==> src/rtl/core/dsp_pkg.sv <==
// shared types and constants of the dictionary sequence parser
`default_nettype none

package dsp_pkg;

    // result kinds
    localparam logic [2:0] KIND_HEADER   = 3'd0;
    localparam logic [2:0] KIND_ENTRY    = 3'd1;
    localparam logic [2:0] KIND_CLOSED   = 3'd2;
    localparam logic [2:0] KIND_FALLBACK = 3'd3;
    localparam logic [2:0] KIND_ERROR    = 3'd4;

    // error codes
    localparam logic [2:0] ERR_NONE         = 3'd0;
    localparam logic [2:0] ERR_UNTERMINATED = 3'd1;
    localparam logic [2:0] ERR_ENTRY_LONG   = 3'd2;
    localparam logic [2:0] ERR_ENTRY_BOUNDS = 3'd3;
    localparam logic [2:0] ERR_OVER_BUDGET  = 3'd4;
    localparam logic [2:0] ERR_TRUNC_COUNT  = 3'd5;
    localparam logic [2:0] ERR_ROWS_EXCEED  = 3'd6;
    localparam logic [2:0] ERR_TOO_MANY     = 3'd7;

    // stream markers and limits
    localparam logic [7:0] MARKER_NEXT   = 8'hFE;
    localparam logic [7:0] MARKER_LAST   = 8'hFF;
    localparam logic [7:0] MAX_ENTRY_LEN = 8'd63;
    localparam logic [1:0] COUNT_LAST    = 2'd3;   // position of the 4th count byte

    // one result item
    typedef struct packed {
        logic [2:0]  kind;
        logic [7:0]  dict_number;
        logic [5:0]  entry_number;
        logic [7:0]  byte_out;
        logic [5:0]  entry_count;
        logic [31:0] matched_rows;
        logic [39:0] matched_total;
        logic        sequence_done;
        logic [2:0]  error_code;
        logic        stream_end;
    } t_result;

endpackage

`default_nettype wire

==> src/rtl/core/dsp_parse.sv <==
// parser state and per-byte result logic
`default_nettype none

module dsp_parse #(
    parameter int MAX_DICTS   = 256,
    parameter int DICT_BUDGET = 64
) (
    input  wire               i_clk,
    input  wire               i_rst_n,
    input  wire               i_acc,
    input  wire  [7:0]        i_data,
    input  wire               i_last,
    input  wire  [31:0]       i_rows,
    output dsp_pkg::t_result  o_res
);

    localparam logic [1:0] PH_LEN      = 2'd0;
    localparam logic [1:0] PH_ENTRY    = 2'd1;
    localparam logic [1:0] PH_COUNT    = 2'd2;
    localparam logic [1:0] PH_FALLBACK = 2'd3;

    localparam logic [8:0] MaxDictsW = 9'(MAX_DICTS);
    localparam logic [6:0] BudgetW   = 7'(DICT_BUDGET);

    logic [1:0]  r_phase,  n_phase;
    logic [5:0]  r_left,   n_left;
    logic [6:0]  r_budget, n_budget;
    logic [7:0]  r_dict,   n_dict;
    logic [5:0]  r_entry,  n_entry;
    logic [1:0]  r_pos,    n_pos;
    logic [31:0] r_accum,  n_accum;
    logic [39:0] r_sum,    n_sum;
    logic        r_final,  n_final;
    logic        r_err,    n_err;

    logic        err;
    logic [2:0]  err_code;
    logic [6:0]  used;
    logic [31:0] accum;
    logic [39:0] sum;
    logic [5:0]  left_dec;
    dsp_pkg::t_result res;

    // next state and result for the byte at the input
    always_comb begin
        n_phase  = r_phase;
        n_left   = r_left;
        n_budget = r_budget;
        n_dict   = r_dict;
        n_entry  = r_entry;
        n_pos    = r_pos;
        n_accum  = r_accum;
        n_sum    = r_sum;
        n_final  = r_final;
        n_err    = r_err;
        err      = 1'b0;
        err_code = dsp_pkg::ERR_NONE;
        res      = '0;
        res.dict_number = r_dict;
        used     = r_budget + 7'(i_data) + 7'd1;
        accum    = r_accum | ({24'd0, i_data} << {r_pos, 3'b000});
        sum      = r_sum + {8'd0, accum};
        left_dec = r_left - 6'd1;

        if (r_err) begin
            // discard until the end of the stream
            err = 1'b1;
        end else begin
            unique case (r_phase)
                PH_LEN: begin
                    if (i_data >= dsp_pkg::MARKER_NEXT) begin
                        n_final = (i_data == dsp_pkg::MARKER_LAST);
                        n_phase = PH_COUNT;
                        n_pos   = 2'd0;
                        n_accum = 32'd0;
                        res.kind     = dsp_pkg::KIND_HEADER;
                        res.byte_out = i_data;
                        if (i_last) begin
                            err      = 1'b1;
                            err_code = dsp_pkg::ERR_TRUNC_COUNT;
                        end
                    end else if (i_data > dsp_pkg::MAX_ENTRY_LEN) begin
                        err      = 1'b1;
                        err_code = dsp_pkg::ERR_ENTRY_LONG;
                    end else if (i_last && i_data != 8'd0) begin
                        err      = 1'b1;
                        err_code = dsp_pkg::ERR_ENTRY_BOUNDS;
                    end else if (used >= BudgetW) begin
                        err      = 1'b1;
                        err_code = dsp_pkg::ERR_OVER_BUDGET;
                    end else begin
                        n_budget = used;
                        res.kind         = dsp_pkg::KIND_HEADER;
                        res.entry_number = r_entry;
                        res.byte_out     = i_data;
                        n_entry = r_entry + 6'd1;
                        if (i_data != 8'd0) begin
                            n_left  = i_data[5:0];
                            n_phase = PH_ENTRY;
                        end
                        if (i_last) begin
                            err      = 1'b1;
                            err_code = dsp_pkg::ERR_UNTERMINATED;
                        end
                    end
                end
                PH_ENTRY: begin
                    res.kind         = dsp_pkg::KIND_ENTRY;
                    res.entry_number = r_entry - 6'd1;
                    res.byte_out     = i_data;
                    n_left = left_dec;
                    if (left_dec == 6'd0) begin
                        n_phase = PH_LEN;
                    end
                    if (i_last) begin
                        err      = 1'b1;
                        err_code = (left_dec != 6'd0) ? dsp_pkg::ERR_ENTRY_BOUNDS
                                                      : dsp_pkg::ERR_UNTERMINATED;
                    end
                end
                PH_COUNT: begin
                    n_accum = accum;
                    if (r_pos != dsp_pkg::COUNT_LAST) begin
                        n_pos = r_pos + 2'd1;
                        res.kind     = dsp_pkg::KIND_HEADER;
                        res.byte_out = i_data;
                        if (i_last) begin
                            err      = 1'b1;
                            err_code = dsp_pkg::ERR_TRUNC_COUNT;
                        end
                    end else begin
                        n_sum = sum;
                        n_pos = 2'd0;
                        res.kind          = dsp_pkg::KIND_CLOSED;
                        res.entry_count   = r_entry;
                        res.matched_rows  = accum;
                        res.matched_total = sum;
                        res.sequence_done = r_final;
                        if (r_final) begin
                            if (sum > {8'd0, i_rows}) begin
                                err      = 1'b1;
                                err_code = dsp_pkg::ERR_ROWS_EXCEED;
                            end else begin
                                n_phase = PH_FALLBACK;
                            end
                        end else if ({1'b0, r_dict} + 9'd1 >= MaxDictsW) begin
                            err      = 1'b1;
                            err_code = dsp_pkg::ERR_TOO_MANY;
                        end else begin
                            n_dict   = r_dict + 8'd1;
                            n_entry  = 6'd0;
                            n_budget = 7'd0;
                            n_phase  = PH_LEN;
                            if (i_last) begin
                                err      = 1'b1;
                                err_code = dsp_pkg::ERR_UNTERMINATED;
                            end
                        end
                    end
                end
                PH_FALLBACK: begin
                    res.kind        = dsp_pkg::KIND_FALLBACK;
                    res.dict_number = 8'd0;
                    res.byte_out    = i_data;
                end
                default: begin
                    n_phase = PH_LEN;
                end
            endcase
        end

        // an error replaces the normal result
        if (err) begin
            res             = '0;
            res.kind        = dsp_pkg::KIND_ERROR;
            res.dict_number = r_dict;
            res.error_code  = err_code;
            n_err           = 1'b1;
        end
        res.stream_end = i_last;

        // end of stream returns the parser to its start
        if (i_last) begin
            n_phase  = PH_LEN;
            n_left   = 6'd0;
            n_budget = 7'd0;
            n_dict   = 8'd0;
            n_entry  = 6'd0;
            n_pos    = 2'd0;
            n_accum  = 32'd0;
            n_sum    = 40'd0;
            n_final  = 1'b0;
            n_err    = 1'b0;
        end
    end

    assign o_res = res;

    // parser state
    always_ff @(posedge i_clk) begin
        if (!i_rst_n) begin
            r_phase  <= PH_LEN;
            r_left   <= 6'd0;
            r_budget <= 7'd0;
            r_dict   <= 8'd0;
            r_entry  <= 6'd0;
            r_pos    <= 2'd0;
            r_accum  <= 32'd0;
            r_sum    <= 40'd0;
            r_final  <= 1'b0;
            r_err    <= 1'b0;
        end else if (i_acc) begin
            r_phase  <= n_phase;
            r_left   <= n_left;
            r_budget <= n_budget;
            r_dict   <= n_dict;
            r_entry  <= n_entry;
            r_pos    <= n_pos;
            r_accum  <= n_accum;
            r_sum    <= n_sum;
            r_final  <= n_final;
            r_err    <= n_err;
        end
    end

    // a latched error discards every byte up to the stream end
    a_err_discard: assert property (@(posedge i_clk) disable iff (!i_rst_n)
        (i_acc && r_err) |-> (o_res.kind == dsp_pkg::KIND_ERROR &&
                              o_res.error_code == dsp_pkg::ERR_NONE))
        else $error("byte after error not discarded");

    // inside an entry there is always a byte still owed
    a_entry_left: assert property (@(posedge i_clk) disable iff (!i_rst_n)
        (r_phase == PH_ENTRY && !r_err) |-> (r_left != 6'd0))
        else $error("entry phase with no bytes left");

    // the used budget stays below the dictionary limit
    a_budget: assert property (@(posedge i_clk) disable iff (!i_rst_n)
        r_budget < BudgetW)
        else $error("dictionary budget overrun");

endmodule

`default_nettype wire

==> src/rtl/core/dictionary_sequence_parser_unit.sv <==
// top level of the dictionary sequence parser: config, handshake and output buffering
`default_nettype none

// Parses a dictionary-encoded string column one byte per cycle: each request on the
// slave side yields exactly one result on the master side, built in a single pass from
// the parser state and registered into an output stage backed by one skid entry. A new
// byte is taken every cycle as long as the skid entry is free, so with the master side
// ready the sustained rate is one byte per clock. The user must set the non-null row
// count via i_cfg_we/i_cfg_wdata with the stream idle; the block does not enforce it.
module dictionary_sequence_parser_unit #(
    parameter int MAX_DICTS   = 256,
    parameter int DICT_BUDGET = 64
) (
    input  wire          i_clk,
    input  wire          i_rst_n,
    input  wire          i_cfg_we,
    input  wire  [31:0]  i_cfg_wdata,
    input  wire          s_axis_tvalid,
    output logic         s_axis_tready,
    input  wire  [7:0]   s_axis_tdata,   // data_byte
    input  wire          s_axis_tlast,   // last_byte
    output logic         m_axis_tvalid,
    input  wire          m_axis_tready,
    // dict_number, entry_number, byte_out, entry_count, matched_rows, matched_total,
    // sequence_done, error_code
    output logic [103:0] m_axis_tdata,
    output logic [2:0]   m_axis_tuser,   // kind
    output logic         m_axis_tlast    // stream_end
);

    logic [31:0]      r_rows;
    logic             r_out_valid;
    logic             r_skid_valid;
    dsp_pkg::t_result r_out;
    dsp_pkg::t_result r_skid;
    dsp_pkg::t_result res;
    logic             accept;
    logic             out_free;

    // non-null row count register
    always_ff @(posedge i_clk) begin
        if (!i_rst_n) begin
            r_rows <= 32'd0;
        end else if (i_cfg_we) begin
            r_rows <= i_cfg_wdata;
        end
    end

    assign s_axis_tready = !r_skid_valid;
    assign accept        = s_axis_tvalid && s_axis_tready;
    assign out_free      = !r_out_valid || m_axis_tready;

    dsp_parse #(
        .MAX_DICTS   (MAX_DICTS),
        .DICT_BUDGET (DICT_BUDGET)
    ) u_parse (
        .i_clk   (i_clk),
        .i_rst_n (i_rst_n),
        .i_acc   (accept),
        .i_data  (s_axis_tdata),
        .i_last  (s_axis_tlast),
        .i_rows  (r_rows),
        .o_res   (res)
    );

    // output register with one skid entry
    always_ff @(posedge i_clk) begin
        if (!i_rst_n) begin
            r_out_valid  <= 1'b0;
            r_skid_valid <= 1'b0;
        end else if (out_free) begin
            if (r_skid_valid) begin
                r_out        <= r_skid;
                r_out_valid  <= 1'b1;
                r_skid_valid <= 1'b0;
            end else if (accept) begin
                r_out       <= res;
                r_out_valid <= 1'b1;
            end else begin
                r_out_valid <= 1'b0;
            end
        end else if (accept) begin
            r_skid       <= res;
            r_skid_valid <= 1'b1;
        end
    end

    // master side
    assign m_axis_tvalid = r_out_valid;
    assign m_axis_tuser  = r_out.kind;
    assign m_axis_tlast  = r_out.stream_end;
    assign m_axis_tdata  = {r_out.error_code, r_out.sequence_done, r_out.matched_total,
                            r_out.matched_rows, r_out.entry_count, r_out.byte_out,
                            r_out.entry_number, r_out.dict_number};

    // the skid entry is only used behind a full output register
    a_skid_behind: assert property (@(posedge i_clk) disable iff (!i_rst_n)
        r_skid_valid |-> r_out_valid)
        else $error("skid entry valid with empty output register");

    // a request taken while the output stalls lands in the skid entry
    a_skid_fill: assert property (@(posedge i_clk) disable iff (!i_rst_n)
        (accept && r_out_valid && !m_axis_tready) |=> r_skid_valid)
        else $error("request lost while output stalled");

    // a drained skid entry frees up in the next cycle
    a_skid_drain: assert property (@(posedge i_clk) disable iff (!i_rst_n)
        (r_skid_valid && m_axis_tready) |=> !r_skid_valid)
        else $error("skid entry not drained");

endmodule

`default_nettype wire

==> config.mk <==
export PLATFORM = sky130hd
export DESIGN_NAME = dictionary_sequence_parser_unit
export DESIGN_NICKNAME = d
export VERILOG_FILES = /design/src/rtl/core/dsp_pkg.sv /design/src/rtl/core/dsp_parse.sv /design/src/rtl/core/dictionary_sequence_parser_unit.sv
export SDC_FILE = /design/constraint.sdc
export NUM_CORES = 1
export LEC_CHECK = 0
export BUFFER_PORTS_ARGS = -buffer_cell sky130_fd_sc_hd__buf_4
export CAP_MARGIN = 20
export CORE_ASPECT_RATIO = 0.7
export CORE_MARGIN = 2
export CORE_UTILIZATION = 35
export DETAILED_ROUTE_END_ITERATION = 8
export GPL_TIMING_DRIVEN = 1
export SLEW_MARGIN = 20
export SYNTH_ARGS = -nofsm -noshare
export SYNTH_HDL_FRONTEND = slang
export SYNTH_SLANG_ARGS = --single-unit
==> constraint.sdc <==
create_clock -name i_clk -period 6.8 [get_ports i_clk]
set_input_delay 0.34 -clock i_clk [delete_from_list [all_inputs] [get_ports i_clk]]
set_output_delay 0.34 -clock i_clk [all_outputs]
set_load 0.01 [all_outputs]
==> results.md <==
- Antenna violations before repair: 1
- Critical path class: reg2reg
- Tmin final: 6.47 ns
- Skew final: 0.0354 ns
- Worst hold path stage count: 3
- Critical-path maximum fanout: 49
- Number of synthesized flops with an enable pin: 216
- Post-Synthesis Cells: 1869
- Yosys warnings: 0
- Number of global-route vias before repair: 13600
- Avg WL per Cell: 19.0 um
- Via count: 14400
- Post-synth top flop: edfxtp_1
- CORE AREA: 52000 sq um
- Die Footprint: 54400 sq um
- Async set-or-reset flop fraction in the synthesized netlist: 0%
- Hold Violations, Final: 0
- Seq/Total Area, Yosys: 50.4%
- # clock sinks: 355
- ANT cells: 0
- Largest net degree at the start of global routing: 86
- Placer's final routability congestion estimate: 0.896
- Final core utilization: 41.8%
- H-Tree Depth: 2
- I/O Buffers: 155
- Layout area overhead: 18.2%
- DRC viols: 0
- Starting Density: 35.3%
- Syn Area/Cell: 9.84 sq um
- Drt total wl: 51500 um
- DR iter-0 viols: 1302
- Total GRT Usage: 18.4%
- CTS Root Cell: clkbuf_16
- Status: complete, no violations
- Clk_lat worst skew: 0.57 ns
- HP Start: i_cfg_wdata[4]
- Least-Margin Pin Slew: 1.03 ns
- Register-to-Register Setup Slack: 0.33 ns
- Die width: 278 um
- Leak: 8.11 nW
- Final period utilization: 95.2%
- Layout cells sized above 1: 15.7%
- HPWL Detailed: 35700 um
- Yosys cell types: 78
- Detail Route Antenna Nets: 0
- Pwr dens: 227 nW/um^2
- RR Startpoint: u_parse.r_pos[0]
- Seq cells post-synth: 355
- Max cap viols: 0
- Avg Vias per Cell: 5.32
- Leading cell type in the layout, fill and taps excluded: edfxtp_1
- Clk slew on worst S/H paths: 0.06 ns
- Most frequent cells in the layout: edfxtp_1 (216), buf_4 (200), nand2_1 (170)
- Total Power: 4.94 mW
- Endpoints failing setup: 0
- Max Clk Rate: 0.154 GHz
- Worst EP arrival: 6.80 ns
- Global-route wire length before repair: 78800 um
- R2R Path End: m_axis_tdata[32]
- Mapped cell area: 18400 sq um
- CTS tree: yes
- CP Capture Type: flop
- # rows: 70
- I/O pin count: 156
- Syn_nets: 1997
- CTS Buffer Depth: 3
- Worst path required time: 7.13 ns
- Grt ovf: 0
- Hold EP: r_rows[4]
- Slew margin rel.: 30.4%
- DR pass1 iterations: 5
- Layout Nets: 2127
- Startpoint types: flop
- Die Ht: 196 um
- Slew Viols, Final: 0
- CTS Buf Count: 39
- Maximum vdd ir drop: 140 uV
- Worst reg2reg path depth: 23
- Hold WC Path Type: in2reg
[Yosys cell counts, drive strengths merged, types with 3 or more instances]
| cell | instances | area [sq um] |
|---|---|---|
| o211ai | 14 | 110 |
| and4 | 4 | 35.0 |
| clkbuf | 79 | 297 |
| and2 | 27 | 169 |
| o31ai | 93 | 698 |
| ha | 80 | 1000 |
| and3 | 8 | 50.1 |
| nor2b | 119 | 744 |
| o21ai | 59 | 295 |
| nand3b | 3 | 22.5 |
| nand3 | 19 | 100 |
| o21bai | 7 | 52.6 |
| mux2 | 10 | 113 |
| a41oi | 4 | 53.8 |
| a31oi | 5 | 31.3 |
| inv | 129 | 484 |
| a221oi | 3 | 26.3 |
| a21oi | 149 | 761 |
| nor2 | 151 | 567 |
| xnor2 | 26 | 228 |
| dfxtp | 139 | 2780 |
| mux2i | 43 | 430 |
| a22oi | 28 | 210 |
| or2 | 9 | 56.3 |
| buf | 38 | 203 |
| a211oi | 12 | 95.1 |
| nor4 | 5 | 31.3 |
| xor2 | 26 | 228 |
| nor3b | 5 | 37.5 |
| a21boi | 16 | 124 |
| nor3 | 61 | 315 |
| a21o | 16 | 120 |
| o311ai | 5 | 43.8 |
| edfxtp | 216 | 6490 |
| nand2 | 170 | 638 |
| nand4 | 28 | 175 |
| nand2b | 8 | 50.1 |
| o22ai | 5 | 37.5 |
| o31a | 3 | 26.3 |
| o21a | 7 | 52.6 |
| o41ai | 8 | 100 |
| or3 | 8 | 55.1 |
[state kept, by name, indices dropped and copies added (netlist names), 2 cells and up]
| signal | cells |
|---|---|
| u_parse.r_pos | 2 |
| u_parse.r_left | 6 |
| u_parse.r_dict | 8 |
| m_axis_tuser | 3 |
| u_parse.r_sum | 40 |
| u_parse.r_entry | 6 |
| u_parse.r_phase | 2 |
| r_skid | 108 |
| u_parse.r_budget | 7 |
| r_rows | 32 |
| u_parse.r_accum | 32 |
| m_axis_tdata | 104 |
[routing by layer]
layer	GRT usage [%]	up-vias	share of wire, %
met5	0	-	0
met4	4.06	0	1.7
met3	2.77	59	5.8
met2	27.6	445	43
met1	27.9	6983	50
li1	-	6934	-
[cell families after synthesis]
| family | after synthesis | synth area share [%] |
|---|---|---|
| AOI/OAI and AO/OA | 451 | 16.3 |
| xor gates and xnor gates | 52 | 2.48 |
| adders and majority gates | 82 | 5.66 |
| buffers and inverters | 246 | 5.35 |
| DFF | 355 | 50.4 |
| muxes | 53 | 2.95 |
| and+or+nand+nor | 630 | 16.8 |
[stage by stage]
step | cell area (sq um) | cells | TNS, ns | setup slack, ns | hold WS [ns]
after global routing | 21700 | 2713 | -0.132 | -0.0457 | 0.0387
after global placement | 20300 | 2634 | 0 | 0.155 | 0.455
after floorplan | 18400 | 1869 | 0 | 0.734 | 0.416
final | 21700 | 2713 | 0 | 0.326 | 0.0327
after CTS | 21600 | 2708 | 0 | 0.0477 | 0.00399
after detailed placement | 20300 | 2634 | 0 | 0.149 | 0.461
[power by group]
group	internal, mW	total, mW	switching, mW
logic	0.162	0.421	0.259
clock network	1.25	2.15	0.897
registers	2.34	2.37	0.0332
total	3.75	4.94	1.19
[critical path: stages, from the launching register on]
cell      delay, ns
dfxtp_1        0.43
nor2_1         0.14
a21oi_2        0.25
inv_1          0.09
ha_1           0.24
fa_1           0.47
a211oi_2       0.34
o211ai_2       0.16
a21boi_4       0.30
nor2_1         0.12
a21o_1         0.26
a311o_1        0.39
o211a_1        0.15
inv_1          0.13
ha_1           0.27
and4_1         0.21
a221oi_2       0.31
nor4bb_2       0.33
a31oi_1        0.19
a31oi_1        0.20
nand4_1        0.23
o31a_4         0.49
buf_12         0.19
o31ai_1        0.33
[how the worst max path moves through the flow]
stage / cells after the start / end / startpoint / slack, ns
after floorplan: 4 / m_axis_tdata[0] / i_rst_n / 0.73
after global placement: 25 / m_axis_tdata[35] / u_parse.r_pos[0] / 0.16
after detailed placement: 24 / m_axis_tdata[35] / u_parse.r_pos[0] / 0.15
after CTS: 24 / m_axis_tdata[35] / u_parse.r_pos[0] / 0.05
after global routing: 25 / m_axis_tdata[15] / u_parse.r_pos[0] / -0.05
final: 23 / m_axis_tdata[32] / u_parse.r_pos[0] / 0.33
[area by class of cell]
class                           count  area (sq um)
Timing Repair Buffer              206          1590
Sequential cell                   355          9270
Fill cell                        5145         30300
Tap cell                          684           856
Inverter                          129           484
Multi-Input combinational cell   1268          8270
Clock inverter                     17           203
Clock buffer                       54          1060
[repair_timing]
| action | 4_1_cts | 5_1_grt |
|---|---|---|
| resized for setup | 0 | 19 |
| endpoints found under the hold margin | 3 | 0 |
| endpoints found under the setup margin | 0 | 188 |
| hold buffers | 3 | 0 |
| setup buffers | 0 | 5 |
Power figures use the tool's default switching activity.
